### config.mk
export PLATFORM = sky130hd
export DESIGN_NAME = small_digit_glyph_renderer_top
export DESIGN_NICKNAME = d
export VERILOG_FILES = /design/src/sv/sdgr_pkg.sv /design/src/sv/small_digit_glyph_renderer_top.sv /design/src/sv/sdgr_ctrl.sv /design/src/sv/sdgr_dp.sv
export VERILOG_INCLUDE_DIRS = /design/src /design/src/sv
export SDC_FILE = /design/constraint.sdc
export NUM_CORES = 1
export LEC_CHECK = 0
export ABC_AREA = 1
export BUFFER_PORTS_ARGS = -buffer_cell sky130_fd_sc_hd__buf_2
export CORE_MARGIN = 10
export CORE_UTILIZATION = 33
export DETAILED_ROUTE_END_ITERATION = 7
export GPL_TIMING_DRIVEN = 0
export PLACE_DENSITY = 0.59
export SETUP_SLACK_MARGIN = 0.05
export SYNTH_ARGS = -nofsm -noshare
export SYNTH_HDL_FRONTEND = slang
export SYNTH_SLANG_ARGS = --single-unit
### constraint.sdc
create_clock -name clk -period 4.2 [get_ports clk]
set_clock_uncertainty 0.15 [all_clocks]
set_input_delay 0.21 -clock clk [delete_from_list [all_inputs] [get_ports clk]]
set_output_delay 0.21 -clock clk [all_outputs]
set_load 0.01 [all_outputs]
### src/sv/small_digit_glyph_renderer_top_assert.svh
// Assertion macros shared by the glyph renderer modules.
// Plain text macros only; no other file is needed.
`ifndef SMALL_DIGIT_GLYPH_RENDERER_TOP_ASSERT_SVH
`define SMALL_DIGIT_GLYPH_RENDERER_TOP_ASSERT_SVH

// The consequent must hold in the same cycle as the antecedent.
`define SDGR_ASSERT_NOW(label, clk, rst_n, ante, cons) \
	label: assert property (@(posedge clk) disable iff (!rst_n) (ante) |-> (cons)) \
		else $error("glyph renderer assertion failed");

// The consequent must hold in the cycle after the antecedent.
`define SDGR_ASSERT_NXT(label, clk, rst_n, ante, cons) \
	label: assert property (@(posedge clk) disable iff (!rst_n) (ante) |=> (cons)) \
		else $error("glyph renderer assertion failed");

`endif

### src/sv/sdgr_pkg.sv
// Package for the glyph renderer: types, character codes and the font tables.
// Has no dependencies; used by the controller, datapath and top level.
`default_nettype none

package sdgr_pkg;

	localparam int MAX_CHARS = 32;
	localparam int CHARS_W = 6;

	localparam logic [7:0] CHAR_NUL = 8'h00;
	localparam logic [7:0] CHAR_SPACE = 8'h20;
	localparam logic [7:0] CHAR_DOT = 8'h2E;
	localparam logic [7:0] CHAR_ZERO = 8'h30;
	localparam logic [7:0] CHAR_NINE = 8'h39;

	localparam logic [3:0] GLYPH_ONE = 4'd1;
	localparam logic [3:0] GLYPH_FOUR = 4'd4;
	localparam logic [3:0] GLYPH_DOT = 4'd10;

	localparam logic [7:0] SPACE_ADV = 8'd4;

	typedef enum logic [0:0] {
		ST_IDLE,
		ST_EMIT
	} sdgr_state_t;

	typedef struct packed {
		logic accept;
		logic emit;
	} sdgr_cmd_t;

	typedef struct packed {
		logic draw;
		logic last;
		logic out_free;
	} sdgr_sts_t;

	typedef struct packed {
		logic valid;
		logic [3:0] idx;
	} glyph_sel_t;

	typedef logic [0:15][7:0] glyph_row_t;

	function automatic glyph_sel_t glyph_index(input logic [7:0] code);
		glyph_sel_t sel;
		sel.valid = 1'b0;
		sel.idx = 4'd0;
		if (code >= CHAR_ZERO && code <= CHAR_NINE) begin
			sel.valid = 1'b1;
			sel.idx = 4'(code - CHAR_ZERO);
		end else if (code == CHAR_DOT) begin
			sel.valid = 1'b1;
			sel.idx = GLYPH_DOT;
		end
		return sel;
	endfunction

	// Each entry holds the column in the high nibble and the row in the low nibble.
	function automatic glyph_row_t glyph_row(input logic [3:0] g);
		glyph_row_t row;
		unique case (g)
			4'd0: row = '{8'h01, 8'h02, 8'h03, 8'h04, 8'h05, 8'h06, 8'h10, 8'h17,
				8'h20, 8'h27, 8'h31, 8'h32, 8'h33, 8'h34, 8'h35, 8'h36};
			4'd1: row = '{8'h00, 8'h06, 8'h10, 8'h11, 8'h12, 8'h13, 8'h14, 8'h15,
				8'h16, 8'h17, 8'h20, 8'h00, 8'h00, 8'h00, 8'h00, 8'h00};
			4'd2: row = '{8'h00, 8'h01, 8'h05, 8'h06, 8'h10, 8'h12, 8'h17, 8'h20,
				8'h23, 8'h27, 8'h30, 8'h34, 8'h35, 8'h36, 8'h00, 8'h00};
			4'd3: row = '{8'h01, 8'h02, 8'h05, 8'h06, 8'h10, 8'h17, 8'h20, 8'h23,
				8'h24, 8'h27, 8'h31, 8'h32, 8'h35, 8'h36, 8'h00, 8'h00};
			4'd4: row = '{8'h02, 8'h03, 8'h12, 8'h14, 8'h22, 8'h25, 8'h26, 8'h30,
				8'h31, 8'h32, 8'h33, 8'h34, 8'h35, 8'h36, 8'h37, 8'h42};
			4'd5: row = '{8'h01, 8'h02, 8'h04, 8'h05, 8'h06, 8'h07, 8'h10, 8'h14,
				8'h17, 8'h20, 8'h24, 8'h27, 8'h31, 8'h32, 8'h33, 8'h37};
			4'd6: row = '{8'h01, 8'h02, 8'h03, 8'h04, 8'h05, 8'h06, 8'h10, 8'h14,
				8'h17, 8'h20, 8'h24, 8'h27, 8'h31, 8'h32, 8'h33, 8'h36};
			4'd7: row = '{8'h00, 8'h01, 8'h06, 8'h07, 8'h12, 8'h13, 8'h17, 8'h24,
				8'h27, 8'h35, 8'h36, 8'h37, 8'h00, 8'h00, 8'h00, 8'h00};
			4'd8: row = '{8'h01, 8'h02, 8'h03, 8'h05, 8'h06, 8'h10, 8'h14, 8'h17,
				8'h20, 8'h24, 8'h27, 8'h31, 8'h32, 8'h33, 8'h35, 8'h36};
			4'd9: row = '{8'h01, 8'h04, 8'h05, 8'h06, 8'h10, 8'h13, 8'h17, 8'h20,
				8'h23, 8'h27, 8'h31, 8'h32, 8'h33, 8'h34, 8'h35, 8'h36};
			GLYPH_DOT: row = '{8'h10, 8'h00, 8'h00, 8'h00, 8'h00, 8'h00, 8'h00, 8'h00,
				8'h00, 8'h00, 8'h00, 8'h00, 8'h00, 8'h00, 8'h00, 8'h00};
			default: row = '0;
		endcase
		return row;
	endfunction

	// Index of the final pixel of each glyph.
	function automatic logic [3:0] glyph_last(input logic [3:0] g);
		logic [3:0] last;
		unique case (g)
			4'd1: last = 4'd10;
			4'd2, 4'd3: last = 4'd13;
			4'd7: last = 4'd11;
			GLYPH_DOT: last = 4'd0;
			default: last = 4'd15;
		endcase
		return last;
	endfunction

	function automatic logic [2:0] glyph_adv(input logic [3:0] g);
		logic [2:0] adv;
		unique case (g)
			GLYPH_ONE: adv = 3'd4;
			GLYPH_FOUR: adv = 3'd6;
			GLYPH_DOT: adv = 3'd3;
			default: adv = 3'd5;
		endcase
		return adv;
	endfunction

endpackage

`default_nettype wire

### src/sv/small_digit_glyph_renderer_top.sv
// The first pixel of a glyph is registered after the controller enters its emit state.
// A drawn glyph has 1 to 16 pixels; the sequencer issues one pixel per cycle into the
// output register while the output does not stall; the input stalls while it draws.
// Reset is asynchronous and active low: cursor and count clear and the string is ended.
// Top level of the glyph renderer; joins sdgr_ctrl and sdgr_dp and depends on sdgr_pkg.
`default_nettype none

module small_digit_glyph_renderer_top
	import sdgr_pkg::*;
(
	input  wire logic        clk,
	input  wire logic        arst_n,
	input  wire logic        in_valid,
	output logic             in_stall,
	input  wire logic        new_string,
	input  wire logic [7:0]  start_x,
	input  wire logic [7:0]  start_y,
	input  wire logic [7:0]  char_code,
	input  wire logic [15:0] color,
	output logic             out_valid,
	input  wire logic        out_stall,
	output logic [8:0]       pixel_x,
	output logic [8:0]       pixel_y,
	output logic [15:0]      pixel_color,
	output logic             last_pixel
);

	sdgr_cmd_t cmd;
	sdgr_sts_t sts;

	sdgr_ctrl u_ctrl (
		.clk      (clk),
		.arst_n   (arst_n),
		.in_valid (in_valid),
		.in_stall (in_stall),
		.sts      (sts),
		.cmd      (cmd)
	);

	sdgr_dp u_dp (
		.clk         (clk),
		.arst_n      (arst_n),
		.new_string  (new_string),
		.start_x     (start_x),
		.start_y     (start_y),
		.char_code   (char_code),
		.color       (color),
		.cmd         (cmd),
		.sts         (sts),
		.out_valid   (out_valid),
		.out_stall   (out_stall),
		.pixel_x     (pixel_x),
		.pixel_y     (pixel_y),
		.pixel_color (pixel_color),
		.last_pixel  (last_pixel)
	);

endmodule

`default_nettype wire

### src/sv/sdgr_ctrl.sv
// Controller of the glyph renderer: accepts characters and sequences pixel output.
// Depends on sdgr_pkg and the assertion macro header.
`default_nettype none
`include "small_digit_glyph_renderer_top_assert.svh"

module sdgr_ctrl
	import sdgr_pkg::*;
(
	input  wire logic      clk,
	input  wire logic      arst_n,
	input  wire logic      in_valid,
	output logic           in_stall,
	input  wire sdgr_sts_t sts,
	output sdgr_cmd_t      cmd
);

	sdgr_state_t state_q;
	sdgr_state_t state_d;

	always_ff @(posedge clk or negedge arst_n) begin
		if (!arst_n) begin
			state_q <= ST_IDLE;
		end else begin
			state_q <= state_d;
		end
	end

	always_comb begin
		state_d = state_q;
		unique case (state_q)
			ST_IDLE: begin
				if (in_valid && sts.draw) begin
					state_d = ST_EMIT;
				end
			end
			ST_EMIT: begin
				if (sts.out_free && sts.last) begin
					state_d = ST_IDLE;
				end
			end
			default: state_d = ST_IDLE;
		endcase
	end

	always_comb begin
		in_stall = 1'b1;
		cmd = '0;
		unique case (state_q)
			ST_IDLE: begin
				in_stall = 1'b0;
				cmd.accept = in_valid;
			end
			ST_EMIT: begin
				cmd.emit = sts.out_free;
			end
			default: in_stall = 1'b1;
		endcase
	end

	`SDGR_ASSERT_NXT(a_last_returns_idle, clk, arst_n, cmd.emit && sts.last, state_q == ST_IDLE)
	`SDGR_ASSERT_NOW(a_no_emit_on_accept, clk, arst_n, cmd.accept, !cmd.emit)
	`SDGR_ASSERT_NOW(a_stall_while_emit, clk, arst_n, state_q == ST_EMIT, in_stall)

endmodule

`default_nettype wire

### src/sv/sdgr_dp.sv
// Datapath of the glyph renderer: cursor and string state, font lookup, pixel register.
// Depends on sdgr_pkg and the assertion macro header.
`default_nettype none
`include "small_digit_glyph_renderer_top_assert.svh"

module sdgr_dp
	import sdgr_pkg::*;
(
	input  wire logic        clk,
	input  wire logic        arst_n,
	input  wire logic        new_string,
	input  wire logic [7:0]  start_x,
	input  wire logic [7:0]  start_y,
	input  wire logic [7:0]  char_code,
	input  wire logic [15:0] color,
	input  wire sdgr_cmd_t   cmd,
	output sdgr_sts_t        sts,
	output logic             out_valid,
	input  wire logic        out_stall,
	output logic [8:0]       pixel_x,
	output logic [8:0]       pixel_y,
	output logic [15:0]      pixel_color,
	output logic             last_pixel
);

	logic [7:0]         cursor_x_q;
	logic [7:0]         cursor_y_q;
	logic [CHARS_W-1:0] chars_q;
	logic               ended_q;
	logic [3:0]         glyph_q;
	logic [3:0]         pix_idx_q;
	logic [15:0]        color_q;
	logic               out_valid_q;

	logic               eff_ended;
	logic [7:0]         eff_x;
	logic [7:0]         eff_y;
	logic [CHARS_W-1:0] eff_chars;
	logic               terminate;
	glyph_sel_t         sel;
	glyph_row_t         row;
	logic [7:0]         entry;
	logic               is_last;
	logic [7:0]         cx_adv;

	assign eff_ended = new_string ? 1'b0 : ended_q;
	assign eff_x = new_string ? start_x : cursor_x_q;
	assign eff_y = new_string ? start_y : cursor_y_q;
	assign eff_chars = new_string ? '0 : chars_q;
	assign terminate = (char_code == CHAR_NUL) || (eff_chars >= CHARS_W'(MAX_CHARS));
	assign sel = glyph_index(char_code);

	assign row = glyph_row(glyph_q);
	assign entry = row[pix_idx_q];
	assign is_last = (pix_idx_q == glyph_last(glyph_q));
	assign cx_adv = cursor_x_q + {5'b0, glyph_adv(glyph_q)};

	assign sts = '{
		draw: !eff_ended && !terminate && sel.valid,
		last: is_last,
		out_free: !out_valid_q || !out_stall
	};

	always_ff @(posedge clk or negedge arst_n) begin
		if (!arst_n) begin
			cursor_x_q <= '0;
			cursor_y_q <= '0;
			chars_q <= '0;
			ended_q <= 1'b1;
			pix_idx_q <= '0;
			out_valid_q <= 1'b0;
		end else begin
			if (cmd.accept) begin
				if (!eff_ended) begin
					cursor_y_q <= eff_y;
					ended_q <= terminate;
					if (terminate) begin
						cursor_x_q <= eff_x;
						chars_q <= eff_chars;
					end else begin
						chars_q <= eff_chars + 1'b1;
						cursor_x_q <= (char_code == CHAR_SPACE) ? eff_x + SPACE_ADV : eff_x;
						pix_idx_q <= '0;
					end
				end
			end else if (cmd.emit) begin
				pix_idx_q <= pix_idx_q + 1'b1;
				if (is_last) begin
					cursor_x_q <= cx_adv;
				end
			end
			if (cmd.emit) begin
				out_valid_q <= 1'b1;
			end else if (out_valid_q && !out_stall) begin
				out_valid_q <= 1'b0;
			end
		end
	end

	always_ff @(posedge clk) begin
		if (cmd.accept) begin
			glyph_q <= sel.idx;
			color_q <= color;
		end
		if (cmd.emit) begin
			pixel_x <= {1'b0, cursor_x_q} + {5'b0, entry[7:4]};
			pixel_y <= {1'b0, cursor_y_q} + 9'd8 - {5'b0, entry[3:0]};
			pixel_color <= color_q;
			last_pixel <= is_last;
		end
	end

	assign out_valid = out_valid_q;

	`SDGR_ASSERT_NOW(a_idx_in_glyph, clk, arst_n, cmd.emit, pix_idx_q <= glyph_last(glyph_q))
	`SDGR_ASSERT_NXT(a_cursor_advance, clk, arst_n, cmd.emit && is_last, cursor_x_q == $past(cx_adv))
	`SDGR_ASSERT_NOW(a_chars_bounded, clk, arst_n, 1'b1, chars_q <= CHARS_W'(MAX_CHARS))

endmodule

`default_nettype wire
==> impl_metrics.ini, run 1 <==
[outcome]
status = finished, final reports clean

[setup_path]
critPathCaptureType = flip-flop
worstSetupPathType = reg2reg
crit_required_ns = 4.22
rr_endpoint = u_dp.pixel_x[6]$_DFFE_PP_
cp-start-kind = flip-flop
reg2reg_slack_ns = 0.36
worstPathArrival_ns = 3.86
r2r_cells = 13
cp_max_fo = 10
rr_startpoint = u_dp.pix_idx_q[1]$_DFFE_PN0P_

[final_layout]
fillCellCount = 1982
final_cell_mix = nand2_1, buf_2, inv_1, nor2_1, dfxtp_1
multi_input_area_sq_mm = 0.002719
layout_commonest_cell = nand2_1
syn_to_final_growth_pct = 23.90
nets = 963
fin_util = 0.4141
seqCellArea_sq_mm = 0.003560
fin_area_sq_mm = 0.008353
drive_gt1_frac = 0.1746
antenna_cells = 0
instances_no_fill = 1169

[synthesis]
synth-main-ff-cell = dfxtp_1
synth_edf_count = 55
synth_async_sr_flop_share = 0.2028
synth-adder-area-share = 0.06088
synth_area_sq_mm = 0.006741
synthCells = 758
synth_nets = 834
synth.area.mux_share = 0
synth_compound_area_frac = 0.1065
synth_xor_area_frac = 0.02468
ys_warn_count = 0
ys_ff_latch = 143
yosys.area_share.simple = 0.2112
avgSynthCellArea_sq_um = 8.894
synth.distinct_cells = 53
ys_seq_area_frac = 0.5280
synth_top_family_by_area = simple AND/OR/NAND/NOR gates

[global_route]
grt.total_usage = 0.1305
grt_max_degree = 41
grt_pass1_wl_mm = 27.62
overflow = 0
antenna_found_initial = 0
grt_pass1_vias = 5323

[power]
power.internal_mw = 3.809
p_sw_frac = 0.3737
p_leak_nw = 3.882
pwr-share-seq = 0.377
p_switching_mw = 2.272
clkPwrFrac = 0.243
finalPower_mw = 6.081
power_density_mw_per_mm2 = 728.0
pwr-share-comb = 0.380
peakVddDrop_uv = 285.3

[floorplanning]
row_count = 52
dieWidth_um = 162.9
die_h_um = 162.9
start_util = 0.3342
dieArea_sq_mm = 0.02655
io_pins = 82
core-area_sq_mm = 0.02017

[cts]
cts_htree_levels = 4
cts_tree = yes
clockBufferDepth = 2
cts_buffers = 17
clock_latency_ns = 0.43
cts.sinks = 143
path_clk_slew_ns = 0.06
clock-root-buffer = clkbuf_16
post-cts-setup-buffers = 0
ctsResizeCount = 0

[job]
maxCapViolations = 0

[drt]
drt_iter0_markers = 354
drtPass1Iterations = 6
antenna_left = 0
wl_per_cell_um = 14.92
viasPerCell = 4.663
wirelength_mm = 17.45
drc = 0
via_count = 5451

[placed_design]
place.gp.congestion = 0.9112
pre_cts_slack_ns = 0.4483
place_hpwl_mm = 12.50
placed_cell_area_sq_mm = 0.007485
dp.cells = 1109
port_buffers = 81

[hold_path]
hold_depth = 3
min_to = u_dp.glyph_q[0]$_DFFE_PP_
hold_path_class = in2reg
worstHoldStart = char_code[0]

[timing]
hold_viol = 0
slew_viol_final = 0
tns_ns = 0
min_period_over_period = 0.9153
hold-worst-slack_ns = 0.03480
worstMarginPinSlew_ns = 0.8958
final.setup.worst_slack_ns = 0.3559
period_needed_ns = 3.844
timing.fmax_ghz = 0.2601
setup_viol_count_final = 0
rsz0062_at_grt = false
slew_headroom = 0.4019
-- Yosys cell counts (11+ instances only) --
cell,instances,area share
a21oi_1,18,0.013
clkbuf_1,13,0.0072
dfrtp_1,28,0.10
dfxtp_1,59,0.18
edfxtp_1,55,0.24
ha_1,28,0.052
inv_1,80,0.045
nand2_1,174,0.097
nand3_1,42,0.031
nor2_1,78,0.043
o21ai_0,56,0.042
o21ai_1,11,0.0082
xor2_1,14,0.018
-- final cells by class --
cell class              count  area share
plain buffers              25     0.01573
clock buffers              23     0.05992
clock inverters             8    0.009287
inverters                  86     0.03969
multi-input cells         504      0.3255
flip-flops and latches    143      0.4262
well taps                 270     0.04044
repair buffers            110     0.08328
-- critical path: stages, from the launching register on --
cell and delay (ns):
dfrtp_1 0.41, inv_1 0.08, buf_2 0.24, clkbuf_1 0.41, o21ai_0 0.20, o22ai_1 0.27
nand2_1 0.10, a32oi_1 0.31, ha_1 0.20, inv_1 0.05, fa_1 0.40, o21ai_0 0.41
nand3_1 0.19, xor2_1 0.18
-- how the worst max path moves through the flow --
stage	depth (start not counted)	endpoint	start
floorplan	15	u_dp.pixel_y[7]$_DFFE_PP_	u_dp.pix_idx_q[0]$_DFFE_PN0P_
global placement	13	u_dp.pixel_x[6]$_DFFE_PP_	u_dp.pix_idx_q[1]$_DFFE_PN0P_
detailed placement	13	u_dp.pixel_x[6]$_DFFE_PP_	u_dp.pix_idx_q[1]$_DFFE_PN0P_
CTS	15	u_dp.pixel_y[7]$_DFFE_PP_	u_dp.pix_idx_q[1]$_DFFE_PN0P_
global route	17	u_dp.pixel_y[7]$_DFFE_PP_	u_dp.pix_idx_q[0]$_DFFE_PN0P_
finish	13	u_dp.pixel_x[6]$_DFFE_PP_	u_dp.pix_idx_q[1]$_DFFE_PN0P_
-- metal layers --
layer | routed length, um | up-vias | part of all wire | GRT usage
met4 | 268 | 0 | 0.015 | 0.04754
met3 | 933 | 19 | 0.053 | 0.03084
met1 | 7797 | 2543 | 0.45 | 0.1632
met2 | 8446 | 138 | 0.48 | 0.2148
li1 | - | 2751 | - | -
met5 | 0 | - | 0 | 0
-- power by group through the flow --
| stage | Clock, mW | Combinational (mW) | Sequential (mW) |
|---|---|---|---|
| floorplan | 0 | 1.54 | 2.34 |
| global placement | 0 | 2.27 | 2.31 |
| detailed placement | 0 | 2.29 | 2.32 |
| CTS | 1.49 | 2.33 | 2.29 |
| global route | 1.55 | 2.63 | 2.34 |
| finish | 1.48 | 2.31 | 2.29 |
-- flip-flops by register name (all words and copies together) (netlist names) --
register and cells:
u_dp.glyph_q 4, u_dp.last_pixel 1, u_dp.color_q 16, u_dp.chars_q 6
u_dp.pixel_x 9, u_dp.pixel_color 16, u_ctrl.state_q 1, u_dp.ended_q 1
u_dp.out_valid 1, u_dp.row 59, u_dp.cursor_y_q 8, u_dp.pixel_y 9
u_dp.cursor_x_q 8, u_dp.pix_idx_q 4
-- logic make-up after synthesis --
group	after synthesis
compound gates	122
fa+ha+maj	31
simple gates	332
flops	143
buf+inv	111
xor+xnor	19
-- repair_timing --
action / 4_1_cts / 5_1_grt
endpoints found under the hold margin: 56 / 0
hold buffers: 29 / 0
endpoints found under the setup margin: 0 / 0
(Power assumes the default switching activity.)
==> run 2: changes to the inputs <==
--- a/config.mk
+++ b/config.mk
@@ -7,7 +7,7 @@
 export NUM_CORES = 1
 export LEC_CHECK = 0
 export ABC_AREA = 1
-export BUFFER_PORTS_ARGS = -buffer_cell sky130_fd_sc_hd__buf_2
+export BUFFER_PORTS_ARGS = -buffer_cell sky130_fd_sc_hd__clkbuf_2
 export CORE_MARGIN = 10
 export CORE_UTILIZATION = 33
 export DETAILED_ROUTE_END_ITERATION = 7
@@ -17,3 +17,4 @@
 export SYNTH_ARGS = -nofsm -noshare
 export SYNTH_HDL_FRONTEND = slang
 export SYNTH_SLANG_ARGS = --single-unit
+export TNS_END_PERCENT = 30
==> run 2 against run 1 <==
Critical path depth stayed put. Critical endpoint unchanged. Largest power group is now registers. Setup slack better by 0.014 ns. Largest cell class unchanged. Hold slack worse by 0.017 ns. Count of clock-buffer cells in the layout is 3 higher.
==> impl_metrics.ini, run 2 (same netlist as run 1, synthesis figures left out) <==
[outcome]
status = finished, final reports clean

[placed_design]
place_hpwl_mm = 12.64
place.gp.congestion = 0.8896
port_buffers = 81
placed_cell_area_sq_mm = 0.007485

[floorplanning]
dieWidth_um = 162.9
core-area_sq_mm = 0.02017
io_pins = 82
dieArea_sq_mm = 0.02655
die_h_um = 162.9
start_util = 0.3342
row_count = 52

[timing]
slew_viol_final = 0
rsz0062_at_grt = false
hold-worst-slack_ns = 0.01787
period_needed_ns = 3.830
timing.fmax_ghz = 0.2611
slew_headroom = 0.4181
min_period_over_period = 0.9119
tns_ns = 0
setup_viol_count_final = 0
worstMarginPinSlew_ns = 0.8716
hold_viol = 0

[final_layout]
largest_register_ffs = 59
final_cell_mix = nand2_1, clkbuf_2, inv_1, nor2_1, dfxtp_1
syn_to_final_growth_pct = 24.03
nets = 962
fin_area_sq_mm = 0.008362
layout_commonest_cell = nand2_1
drive_gt1_frac = 0.1769
fin_util = 0.4146

[global_route]
busiest_layer = met2
overflow = 0
use_met3 = 0.03362
grt_max_degree = 41
grtUsageMet1 = 0.1679
antenna_found_initial = 0
grt_pass1_wl_mm = 28.27
grt_pass1_vias = 5447
grt.total_usage = 0.1333
gr-usage-met2 = 0.2200

[power]
power_density_mw_per_mm2 = 728.3
peakVddDrop_uv = 279.8
power.internal_mw = 3.822
pwr-share-seq = 0.377
p_switching_mw = 2.268
clkPwrFrac = 0.245
pwr-share-comb = 0.378
p_leak_nw = 3.906
p_sw_frac = 0.3724

[cts]
cts.sinks = 143
cts_buffers = 17
clock_latency_ns = 0.42
path_clk_slew_ns = 0.06
clock-root-buffer = clkbuf_16
post-cts-setup-buffers = 0
cts_htree_levels = 4
clockBufferDepth = 2
cts_tree = yes

[setup_path]
worstPathArrival_ns = 3.85
cp-start-kind = flip-flop
crit_required_ns = 4.22
cp_max_fo = 10
critPathCaptureType = flip-flop
worstSetupPathType = reg2reg

[hold_path]
hold_path_class = in2reg

[drt]
via_count = 5451
antenna_left = 0
wirelength_mm = 17.34
drtPass1Iterations = 8
wl_per_cell_um = 14.82
drt_iter0_markers = 360
viasPerCell = 4.659
drc = 0

[job]
maxCapViolations = 0
-- run 2: repair_timing --
action                                 CTS  global route
endpoints found under the hold margin   55             0
hold buffers                            28             0
resized for setup                        0             0
-- run 2: metal layers --
| layer | part of all wire | routed length (um) |
|---|---|---|
| met5 | 0 | 0 |
| met2 | 0.49 | 8413 |
| met1 | 0.44 | 7713 |
| met3 | 0.055 | 954 |
| met4 | 0.015 | 262 |
-- run 2: path summary, 6_finish.rpt --
kind                                          startpoint                              to  slack, ns  depth (start not counted)
max                        u_dp.pix_idx_q[1]$_DFFE_PN0P_       u_dp.pixel_x[6]$_DFFE_PP_       0.37                         13
min                                         char_code[2]       u_dp.glyph_q[2]$_DFFE_PP_       0.02                          3
max reg2reg                u_dp.pix_idx_q[1]$_DFFE_PN0P_       u_dp.pixel_x[6]$_DFFE_PP_       0.37                         13
max in group asynchronous                         arst_n   u_dp.pix_idx_q[0]$_DFFE_PN0P_       3.16                          2
min in group asynchronous                         arst_n  u_dp.cursor_y_q[6]$_DFFE_PN0P_       0.25                          2
min reg2reg                    u_dp.color_q[2]$_DFFE_PP_   u_dp.pixel_color[2]$_DFFE_PP_       0.26                          0
-- run 2: worst max-delay path: stages (launching register included) --
cell	delay, ns
dfrtp_1	0.41
inv_1	0.08
buf_2	0.24
clkbuf_1	0.43
o21ai_0	0.16
o22ai_1	0.28
nand2_1	0.09
a32oi_1	0.28
ha_1	0.20
inv_1	0.06
fa_1	0.41
o21ai_0	0.41
nand3_1	0.19
xor2_1	0.18
-- run 2: through the flow --
| stage | power (mW) | cells | worst slack (ns) |
|---|---|---|---|
| 6_report | 6.090 | 1170 | 0.3702 |
| 5_1_grt | 6.558 | 1169 | 0.09327 |
| 4_1_cts | 6.128 | 1169 | 0.4283 |
| 3_5_place_dp | 4.611 | 1109 | 0.4475 |
| 3_3_place_gp | 4.582 | 1109 | 0.4991 |
| 2_1_floorplan | 3.882 | 758 | 1.110 |
-- run 2: power by group through the flow --
stage / sequential (mW) / combinational (mW) / clock, mW
2_1_floorplan: 2.34 / 1.54 / 0
3_3_place_gp: 2.32 / 2.26 / 0
3_5_place_dp: 2.32 / 2.29 / 0
4_1_cts: 2.30 / 2.32 / 1.51
5_1_grt: 2.35 / 2.64 / 1.57
6_report: 2.30 / 2.30 / 1.49
-- run 2: cell type report --
type | instances | area, sq um
clock inverter | 6 | 40.04
fill | 2025 | 11810
inverter | 86 | 331.6
antenna | 1 | 2.502
multi-input combinational | 504 | 2719
clock buffer | 26 | 554.3
timing repair buffer | 109 | 685.7
buffer | 25 | 131.4
tap | 270 | 337.8
sequential | 143 | 3560
==> run 3: changes to the inputs <==
==> constraint.sdc (replaced) <==
create_clock -name clk -period 4.2 [get_ports clk]
set_clock_uncertainty 0.15 [all_clocks]
set_input_delay 0 -clock clk [delete_from_list [all_inputs] [get_ports clk]]
set_output_delay 0 -clock clk [all_outputs]
set_load 0.01 [all_outputs]
==> run 3 against run 2 <==
Register-to-register slack got worse by 0.02 ns. Utilization increased by 0.40 points. Die area unchanged. Total power about the same. Setup slack got worse by 0.024 ns. Sequential cell count unchanged. Design area increased by 0.96%.
==> impl_metrics.ini, run 3 (same netlist as run 1, synthesis figures left out) <==
[timing]
tns_ns = 0
rsz0062_at_grt = false
setup_viol_count_final = 0
hold_viol = 0
hold-worst-slack_ns = 0.01739
slew_viol_final = 0
worstMarginPinSlew_ns = 0.8683
period_needed_ns = 3.854
slew_headroom = 0.4203
final.setup.worst_slack_ns = 0.3459
timing.fmax_ghz = 0.2595
min_period_over_period = 0.9176

[final_layout]
fin_util = 0.4185
syn_to_final_growth_pct = 25.22
fin_area_sq_mm = 0.008442
fillCellCount = 2016
drive_gt1_frac = 0.1753
layout_commonest_cell = nand2_1
instances_no_fill = 1178
final_cell_mix = nand2_1, clkbuf_2, inv_1, nor2_1, dfxtp_1
largest_register_ffs = 59
nets = 970

[cts]
ctsResizeCount = 0
cts.sinks = 143
path_clk_slew_ns = 0.06
post-cts-setup-buffers = 0
clock-root-buffer = clkbuf_16
clock_latency_ns = 0.42
clockBufferDepth = 2
cts_buffers = 17
cts_tree = yes
cts_htree_levels = 4

[setup_path]
worstSetupPathType = reg2reg
crit_chain = inv_1 -> buf_2 -> clkbuf_1 -> o21ai_0 -> o22ai_1 -> nand2_1 -> a32oi_1 -> ha_1 -> inv_1 -> fa_1 -> o21ai_0 -> nand3_1 -> xor2_1
worst-path-stages = 13
crit_required_ns = 4.22
r2r_cells = 13
crit_slowest_cell = clkbuf_1
cp-start-kind = flip-flop
critPathBufInv = 4
critPathCaptureType = flip-flop
cp_max_fo = 10
cp_top_family = compound AO/OA/AOI/OAI gates
max_stage_delay_ns = 0.43
worstPathArrival_ns = 3.87

[drt]
drc = 0
antenna_left = 0
drt_iter0_markers = 357
viasPerCell = 4.656
via_count = 5485
wirelength_mm = 17.45
drtPass1Iterations = 6
wl_per_cell_um = 14.81

[power]
peakVddDrop_uv = 280.6
p_leak_nw = 3.947
p_sw_frac = 0.3724
clkPwrFrac = 0.245
pwr-share-seq = 0.377
pwr-share-comb = 0.378
p_switching_mw = 2.269
power_density_mw_per_mm2 = 722.0
power.internal_mw = 3.825
finalPower_mw = 6.095

[floorplanning]
row_count = 52
dieArea_sq_mm = 0.02655
die_h_um = 162.9
start_util = 0.3342
io_pins = 82
dieWidth_um = 162.9
core-area_sq_mm = 0.02017

[global_route]
overflow = 0
grt.total_usage = 0.1340
grt_pass1_vias = 5498
antenna_found_initial = 0
grt_max_degree = 41
grt_pass1_wl_mm = 28.43

[placed_design]
dp.cells = 1109
place.gp.congestion = 0.8896
placed_cell_area_sq_mm = 0.007485
port_buffers = 81
place_hpwl_mm = 12.64
pre_cts_slack_ns = 0.4475

[outcome]
status = finished, final reports clean

[hold_path]
hold_depth = 6
hold_path_class = in2reg

[job]
maxCapViolations = 0
[run 3: timing repair]
| action | 4_1_cts | 5_1_grt |
|---|---|---|
| endpoints found under the setup margin | 0 | 0 |
| hold buffers | 36 | 0 |
| endpoints found under the hold margin | 64 | 0 |
[run 3: final timing paths]
check / startpoint / endpoint / slack [ns]
worst max-delay path: u_dp.pix_idx_q[1]$_DFFE_PN0P_ / u_dp.pixel_x[6]$_DFFE_PP_ / 0.35
worst min-delay path: char_code[4] / u_ctrl.state_q$_DFF_PN0_ / 0.02
worst max register to register: u_dp.pix_idx_q[1]$_DFFE_PN0P_ / u_dp.pixel_x[6]$_DFFE_PP_ / 0.35
worst min register to register: u_dp.color_q[2]$_DFFE_PP_ / u_dp.pixel_color[2]$_DFFE_PP_ / 0.26
max in group asynchronous: arst_n / u_dp.pix_idx_q[0]$_DFFE_PN0P_ / 3.37
min in group asynchronous: arst_n / u_dp.cursor_y_q[6]$_DFFE_PN0P_ / 0.04
[run 3: worst reg2reg max path: stages, from the launching register on]
cell and delay [ns]:
dfrtp_1 0.41, inv_1 0.08, buf_2 0.24, clkbuf_1 0.43, o21ai_0 0.17, o22ai_1 0.29
nand2_1 0.09, a32oi_1 0.28, ha_1 0.20, inv_1 0.06, fa_1 0.41, o21ai_0 0.42
nand3_1 0.20, xor2_1 0.18
[run 3: power groups by stage]
stage               Clock (mW)  Combinational [mW]  Sequential, mW
global route              1.57                2.64            2.35
CTS                       1.51                2.33            2.30
global placement             0                2.26            2.32
detailed placement           0                2.29            2.32
floorplan                    0                1.54            2.34
finish                    1.49                2.31            2.30
[run 3: cell type report]
cell class	count	area, sq um	share of cell area
flip-flops and latches	143	3560	0.4217
multi-input cells	504	2719	0.3221
repair buffers	117	765.7	0.09071
clock buffers	26	554.3	0.06566
well taps	270	337.8	0.04002
inverters	86	331.6	0.03928
plain buffers	25	131.4	0.01556
clock inverters	6	40.04	0.004743
diodes	1	2.502	0.0002964
[run 3: layer usage]
layer / wire length, um / vias up / share of wire / track usage
li1: - / 2764 / - / -
met1: 7794 / 2567 / 0.45 / 0.1676
met2: 8497 / 135 / 0.49 / 0.2226
met3: 903 / 19 / 0.052 / 0.03362
met4: 251 / 0 / 0.014 / 0.04057
met5: 0 / - / 0 / 0
